===== src/rtl/assert_macros.svh =====
// Assertion macros shared by the RTL files that carry checks.
// Depends on nothing; taken in by `include.
`ifndef ASSERT_MACROS_SVH
`define ASSERT_MACROS_SVH

// Same-cycle implication, disabled while reset is asserted (active low).
`define ASSERT_IMPLY(label, clk, rst_n, ante, cons) \
    label: assert property (@(posedge clk) disable iff (!(rst_n)) (ante) |-> (cons)) \
        else $error("assertion failed: same-cycle implication");

// Next-cycle implication, disabled while reset is asserted (active low).
`define ASSERT_NEXT(label, clk, rst_n, ante, cons) \
    label: assert property (@(posedge clk) disable iff (!(rst_n)) (ante) |=> (cons)) \
        else $error("assertion failed: next-cycle implication");

`endif


===== src/rtl/cvwm_pkg.sv =====
// Package for the valid-window 2D convolution block: sizes, codes, payload types.
// No dependencies; imported by every module of the block.
`timescale 1ns / 1ps

package cvwm_pkg;

    localparam int IMAGE_WIDTH   = 64;
    localparam int IMAGE_HEIGHT  = 64;
    localparam int KERNEL_HEIGHT = 3;
    localparam int KERNEL_WIDTH  = 3;
    localparam int DATA_BITS     = 16;

    localparam int LB_ROWS  = KERNEL_HEIGHT - 1;
    localparam int COL_BITS = $clog2(IMAGE_WIDTH);
    localparam int ROW_BITS = $clog2(IMAGE_HEIGHT);

    typedef logic signed [15:0]          sample_t;
    typedef logic signed [DATA_BITS-1:0] acc_t;
    typedef logic [COL_BITS-1:0]         col_t;
    typedef logic [ROW_BITS-1:0]         row_t;

    typedef enum logic {
        CMD_LOAD_COEFF  = 1'b0,
        CMD_PUSH_SAMPLE = 1'b1
    } cmd_t;

    typedef struct packed {
        cmd_t       command;
        logic [1:0] coeff_row;
        logic [1:0] coeff_col;
        sample_t    coeff_value;
        sample_t    sample;
    } in_t;

    typedef struct packed {
        sample_t    result;
        logic [5:0] out_row;
        logic [5:0] out_col;
        logic       frame_end;
    } out_t;

    // Line buffer control from the top level.
    typedef struct packed {
        logic adv;      // pipeline advances this cycle
        logic push;     // sample transaction accepted
        logic shift;    // sample in stage 1 moves into the window
        col_t rd_col;   // column of the accepted sample
        col_t wr_col;   // column of the sample in stage 1
    } lb_ctl_t;

    // Per-cell control.
    typedef struct packed {
        logic       adv;
        logic       shift;
        logic       coef_we;
        logic [1:0] coef_row;
        sample_t    coef_value;
    } cell_ctl_t;

    // Item travelling down the pipeline.
    typedef struct packed {
        in_t        item;
        col_t       col;
        logic       emit;
        logic [5:0] out_row;
        logic [5:0] out_col;
        logic       frame_end;
    } stage_t;

endpackage


===== src/rtl/cvwm_cell.sv =====
// One window column cell: holds a column of samples and its kernel coefficients,
// multiplies them and sums the column. Depends on cvwm_pkg.
`timescale 1ns / 1ps

module cvwm_cell import cvwm_pkg::*; (
    input  logic      aclk,
    input  logic      aresetn,
    input  cell_ctl_t ctl,
    input  sample_t   col_in  [KERNEL_HEIGHT],
    output sample_t   col_out [KERNEL_HEIGHT],
    output acc_t      col_sum
);

    sample_t             win_reg  [KERNEL_HEIGHT];
    sample_t             coef_reg [KERNEL_HEIGHT];
    acc_t                prod_reg [KERNEL_HEIGHT];
    logic signed [31:0]  prod_full [KERNEL_HEIGHT];
    acc_t                col_sum_reg;
    acc_t                col_sum_next;

    always_ff @(posedge aclk) begin
        if (!aresetn) begin
            for (int i = 0; i < KERNEL_HEIGHT; i++) begin
                win_reg[i]  <= '0;
                coef_reg[i] <= '0;
            end
        end else begin
            if (ctl.shift) begin
                for (int i = 0; i < KERNEL_HEIGHT; i++) begin
                    win_reg[i] <= col_in[i];
                end
            end
            if (ctl.coef_we) begin
                for (int i = 0; i < KERNEL_HEIGHT; i++) begin
                    if (ctl.coef_row == 2'(i)) begin
                        coef_reg[i] <= ctl.coef_value;
                    end
                end
            end
        end
    end

    always_comb begin
        for (int i = 0; i < KERNEL_HEIGHT; i++) begin
            prod_full[i] = win_reg[i] * coef_reg[i];
        end
    end

    // Sums wrap to DATA_BITS, so products keep only their low bits.
    always_comb begin
        col_sum_next = '0;
        for (int i = 0; i < KERNEL_HEIGHT; i++) begin
            col_sum_next = col_sum_next + prod_reg[i];
        end
    end

    always_ff @(posedge aclk) begin
        if (ctl.adv) begin
            for (int i = 0; i < KERNEL_HEIGHT; i++) begin
                prod_reg[i] <= prod_full[i][DATA_BITS-1:0];
            end
            col_sum_reg <= col_sum_next;
        end
    end

    assign col_out = win_reg;
    assign col_sum = col_sum_reg;

endmodule


===== config.mk =====
export PLATFORM = sky130hd
export DESIGN_NAME = cvwm_cell
export DESIGN_NICKNAME = d
export VERILOG_FILES = /design/src/rtl/assert_macros.svh /design/src/rtl/cvwm_pkg.sv /design/src/rtl/cvwm_cell.sv
export SDC_FILE = /design/constraint.sdc
export NUM_CORES = 1
export LEC_CHECK = 0
export ABC_AREA = 1
export BUFFER_PORTS_ARGS = -buffer_cell sky130_fd_sc_hd__buf_2
export CORE_ASPECT_RATIO = 0.5
export CORE_MARGIN = 3
export CORE_UTILIZATION = 30
export CTS_CLUSTER_SIZE = 25
export DETAILED_ROUTE_END_ITERATION = 7
export GPL_TIMING_DRIVEN = 0
export RECOVER_POWER = 50
export SLEW_MARGIN = 20
export SYNTH_ARGS = -nofsm -noshare
export SYNTH_HDL_FRONTEND = slang
export SYNTH_SLANG_ARGS = --single-unit

===== constraint.sdc =====
create_clock -name aclk -period 4.9 [get_ports aclk]
set_input_delay 0.98 -clock aclk [delete_from_list [all_inputs] [get_ports aclk]]
set_output_delay 0.98 -clock aclk [all_outputs]
set_load 0.01 [all_outputs]

== Word-level counts from Yosys, hierarchy flattened ==
Memory sizes are Yosys's and may differ from the RTL's.
Index checks and enable logic that the tools add are counted.
Word-level totals
  memory bits (writable): 96
  output and inout bits: 64
  memories kept: 2
  logic and storage cells: 35
  bits in registers: 64
Memories
  coef_reg: words 3, width 16, read ports 3, clocked after Yosys merged registers in 0, write ports 3, line cvwm_cell.sv:15  | sample_t coef_reg [KERNEL_HEIGHT];
  prod_reg: words 3, width 16, read ports 3, clocked after Yosys merged registers in 0, write ports 3, line cvwm_cell.sv:16  | acc_t prod_reg [KERNEL_HEIGHT];
Cells by class
  reductions and logical operators: 1
  bitwise logic cells: 3
  $add $sub $neg: 2
  multiply operators: 3
  muxes and demuxes: 18
  eq/ne operators: 2
Operators by type and width (number)
  16-bit by 16-bit multiplier with 16-bit output: 3
  16-bit 2-to-1 mux: 3
  16-bit adder: 2
  1-bit 2-to-1 mux: 15
  1-bit OR: 3
  2-bit by 1-bit == test with 1-bit output, second input constant: 1
  2-bit == test, second input constant: 1
  2-bit zero test: 1

== Depth between registers and ports, before layout ==
  depth after elaboration: 6
  gate-level depth with buffers: 27
  mapped depth without buffers: 25

== Worst setup path after synthesis ==
No wires, ideal clock.
  path type: register to register
  from: memory coef_reg[0][33] (netlist bit)
  to: memory prod_reg[0][47] (netlist bit) (data pin)
  required time: 4648 ps
  arrival: 4952 ps
  stages on the path, launching flop included: 20
  clock period less this slack: 5205 ps
  setup slack: -305 ps
  library setup time: 252 ps
  cell sequence: edfxtp_1 -> clkbuf_1 -> nand2_1 -> fa_1 -> fa_1 -> fa_1 -> inv_1 -> fa_1 -> fa_1 -> inv_1 -> fa_1 -> inv_1 -> ha_1 -> a21o_1 -> a221oi_1 -> nand2_1 -> a31oi_1 -> inv_1 -> nand2_1 -> nand2_1
RTL lines (line)
  start, declared: cvwm_cell.sv:15
  end, declared: cvwm_cell.sv:16

==> summary.md <==
| Metric | Value |
|---|---|
| Crit-path cells | `buf_8 > nand2_2 > inv_2 > fa_1 > inv_1 > fa_1 > fa_1 > inv_1 > fa_1 > fa_1 > inv_1 > fa_1 > inv_2 > ha_4 > a21o_1 > a221oi_2 > nand2_1 > a31oi_4 > inv_1 > nand2_1 > nand2_1` |
| Filler Cells Inserted | `6505` |
| Htree depth | `4` |
| GP Congestion | `about 0.87` |
| Max Transition Viols Final | `65` |
| Area occupied by multi-input gates | `around 13000 um^2` |
| Max-Slew Margin vs Limit | `-119.4%` |
| Slew @ Worst Pin | `between 3 and 4 ns` |
| IO buf count | `about 130` |
| WP data arrival | `5.65 ns` |
| Max Root-Sink Buffers | `2` |
| Critical path class | `flop to flop` |
| Post-synth top area cell | `fa_1` |
| Post-DP HPWL | `between 40 and 50 mm` |
| Fin crit share | `111.1%` |
| Layout Nets | `roughly 3100` |
| Fin worst setup slack | `-0.5433 ns` |
| Grt ovf | `0` |
| Crit. End Element | `flop` |
| MaxCap Viol Count | `1` |
| Peak VDD IR | `around 360 uV` |
| Overall power | `11.39 mW` |
| Core Footprint | `63760 um^2` |
| Min Tclk post-route | `roughly 5.4 ns` |
| Util after Layout | `between 30% and 40%` |
| Final setup viols | `15` |
| Worst setup SP type | `flop` |
| Placement Setup Slack | `-0.9751 ns` |
| Proportion of netlist area held by the largest area contributor | `between 20% and 30%` |
| Drt first pass iters | `5` |
| Ratio of cells with drive above 1 in the final layout | `~18%` |
| Post-route insts no fill | `between 3000 and 4000` |
| Status | `complete, but fails checks` |
| Worst path bufs/invs | `7` |
| Sink Count | `between 150 and 200` |
| Inst Count DP | `between 3000 and 4000` |
| Synth Warn # | `0` |
| Final setup skew | `0.01772 ns` |
| CP required | `a little over 5 ns` |
| GRT Overall Usage | `15.59%` |
| First-pass GRT wire length | `84.47 mm` |
| Register area | `approximately 4300 um^2` |
| CP max stage delay | `about 0.52 ns` |
| Clk Latency, worst-skew pair | `0.46 ns` |
| Cts bufs inserted | `17` |
| CP Max Fanout | `6` |
| Die area | `between 60000 and 70000 um^2` |
| Largest net degree at the start of global routing | `65` |
| Hold-fix buffers, CTS | `0` |
| Clock slew at reported path FFs | `0.08 ns` |
| Power per standard cell area | `482.5 nW/um^2` |
| Routed via count | `~15000` |
| Worst path most repeated cell | `fa_1` |
| Post-Synthesis Cells | `between 2000 and 2500` |
| Unique cell type count in the Yosys netlist | `37` |
| Syn Std Cell Area | `just under 20000 um^2` |
| Synth top area cells | `fa_1 26%, edfxtp_1 17%, inv_1 13%` |
| Number of global-route vias before repair | `roughly 16000` |
| CP max-delay cell | `fa_1` |
| Die W | `about 370 um` |
| Routed Antenna Nets | `0` |
| First DRT Iteration DRCs | `850` |
| Vias/cell | `4.408` |
| Leakage | `12.81 nW` |
| Root Driver | `clkbuf_16` |
| Top Family by Delay on Critical Path | `adder cells` |
| Final hold vios | `0` |
| Failing checks | `max-capacitance violations, max-slew violations, negative setup slack` |
| HP Class | `flop to flop` |
| Initial antenna violation count | `3` |
| Register bit total from synthesis | `160` |
| Routed Wire Length | `52.74 mm` |
| DR WL/cell | `approximately 15 um` |
| FP Rows | `65` |
| Sequential fraction of the synthesis area | `between 20 and 25%` |
| DRC errors left | `0` |
| RSZ-0062 raised after global routing | `yes` |
| Avg Inst Size Synth | `8.128 um^2` |
| Syn_nets | `roughly 2900` |
| Placed cell areas | `~22000 um^2` |
| Area grow syn2layout | `20.69%` |
| N_diodes | `0` |
| Final Instance Area | `roughly 24000 um^2` |
| Die Y | `between 150 and 200 um` |
| CTS tree | `yes` |
| Initial Util | `a little under a third` |
| Fmax | `around 180 MHz` |
| IO Pins | `around 140` |
[logic make-up after synthesis]
group	after synthesis	synth area share [%]
buf+inv	759	14.92
compound gates	147	4.101
simple gates	799	16.14
fa+ha+maj	450	38.50
xor+xnor	91	4.229
flops	160	22.11
[cell type report]
cell class / count / share of cell area [%]
Buffer: 78 / 2.560
Clock buffer: 19 / 1.877
Clock inverter: 13 / 0.4930
Inverter: 677 / 10.77
Multi-Input combinational cell: 1487 / 56.23
Sequential cell: 160 / 18.43
Tap cell: 871 / 4.617
Timing Repair Buffer: 194 / 5.025
[placed cells by master, fill, tap and decap left out, types with 9 or more instances in the layout]
master and n:
fa_2 14, inv_2 54, nand3_1 45, clkbuf_16 17, clkbuf_8 14, buf_6 20
dfxtp_1 34, clkbuf_4 11, a21o_1 9, o21ai_0 56, inv_1 620, edfxtp_1 112
clkbuf_1 45, a21oi_1 35, xor2_1 52, nand2_2 38, buf_4 55, a21oi_2 13
nand2_4 13, ha_4 27, nand3b_1 9, xnor2_1 27, nand2_1 556, fa_1 239
dfxtp_2 11, nor2_1 116, ha_1 162, buf_2 117
[worst register-to-register path, delay by kind of cell, from the launching register on]
family / cells / cell delay, ns
DFF: 1 / 0.50
adders and majority gates: 7 / 3.20
buffers and inverters: 7 / 0.50
and+or+nand+nor: 4 / 0.31
AOI/OAI and AO/OA: 3 / 0.69
[repair_timing]
item,in CTS,in global routing
setup buffers,43,19
pin swaps,74,89
hold endpoints to repair,0,0
gates resized for setup,192,132
endpoints found under the setup margin,23,20
[cells in the mapped netlist]
cell,instances
a211oi_1,2
a21boi_2,1
a21o_1,9
a21oi_1,56
a221oi_1,1
a31oi_1,4
buf_2,7
buf_4,13
buf_6,1
clkbuf_1,58
clkbuf_2,3
clkinv_1,3
dfxtp_1,48
edfxtp_1,112
fa_1,253
ha_1,197
inv_1,670
inv_2,4
nand2_1,593
nand2_2,14
nand2b_1,1
nand3_1,49
nand3_2,1
nand3b_1,9
nand4_1,5
nor2_1,124
nor3_1,2
o2111ai_1,3
o211ai_1,3
o21ai_0,63
o21ai_1,3
o31ai_1,2
or2_1,1
xnor2_1,31
xnor2_2,3
xor2_1,56
xor2_2,1
[routing by layer]
metal	vias up	part of all wire [%]	GRT usage [%]
met5	-	0	0
met4	0	3.4	5.332
met3	81	4.3	1.982
met2	348	49	26.94
li1	7479	-	-
met1	7516	43	20.15
[worst paths after layout]
check / start / end / slack (ns) / depth (start not counted)
min: col_out[47] / col_out[47] / 0.58 / 2
max reg2reg: coef_reg[0][36] / prod_reg[0][47] / -0.54 / 21
min reg2reg: col_out[47] / col_out[47] / 0.58 / 2
max: coef_reg[0][36] / prod_reg[0][47] / -0.54 / 21
[metrics by stage]
stage	setup TNS, ns	hold WS [ns]
2_1_floorplan	-0.04804	0.5515
3_3_place_gp	-10.61	0.5573
3_5_place_dp	-11.27	0.5717
4_1_cts	-2.799	0.5806
5_1_grt	-6.508	0.6212
6_report	-3.324	0.5795
[where the power goes]
| part | leakage, nW | total, mW | switching (mW) | internal [mW] |
|---|---|---|---|---|
| Sequential | 1.51 | 2.21 | 0.210 | 2.00 |
| Combinational | 11.0 | 7.87 | 4.52 | 3.35 |
| Clock | 0.282 | 1.31 | 0.623 | 0.683 |
| Total | 12.8 | 11.4 | 5.35 | 6.04 |
Note: power is estimated with default switching activity, not from simulation.
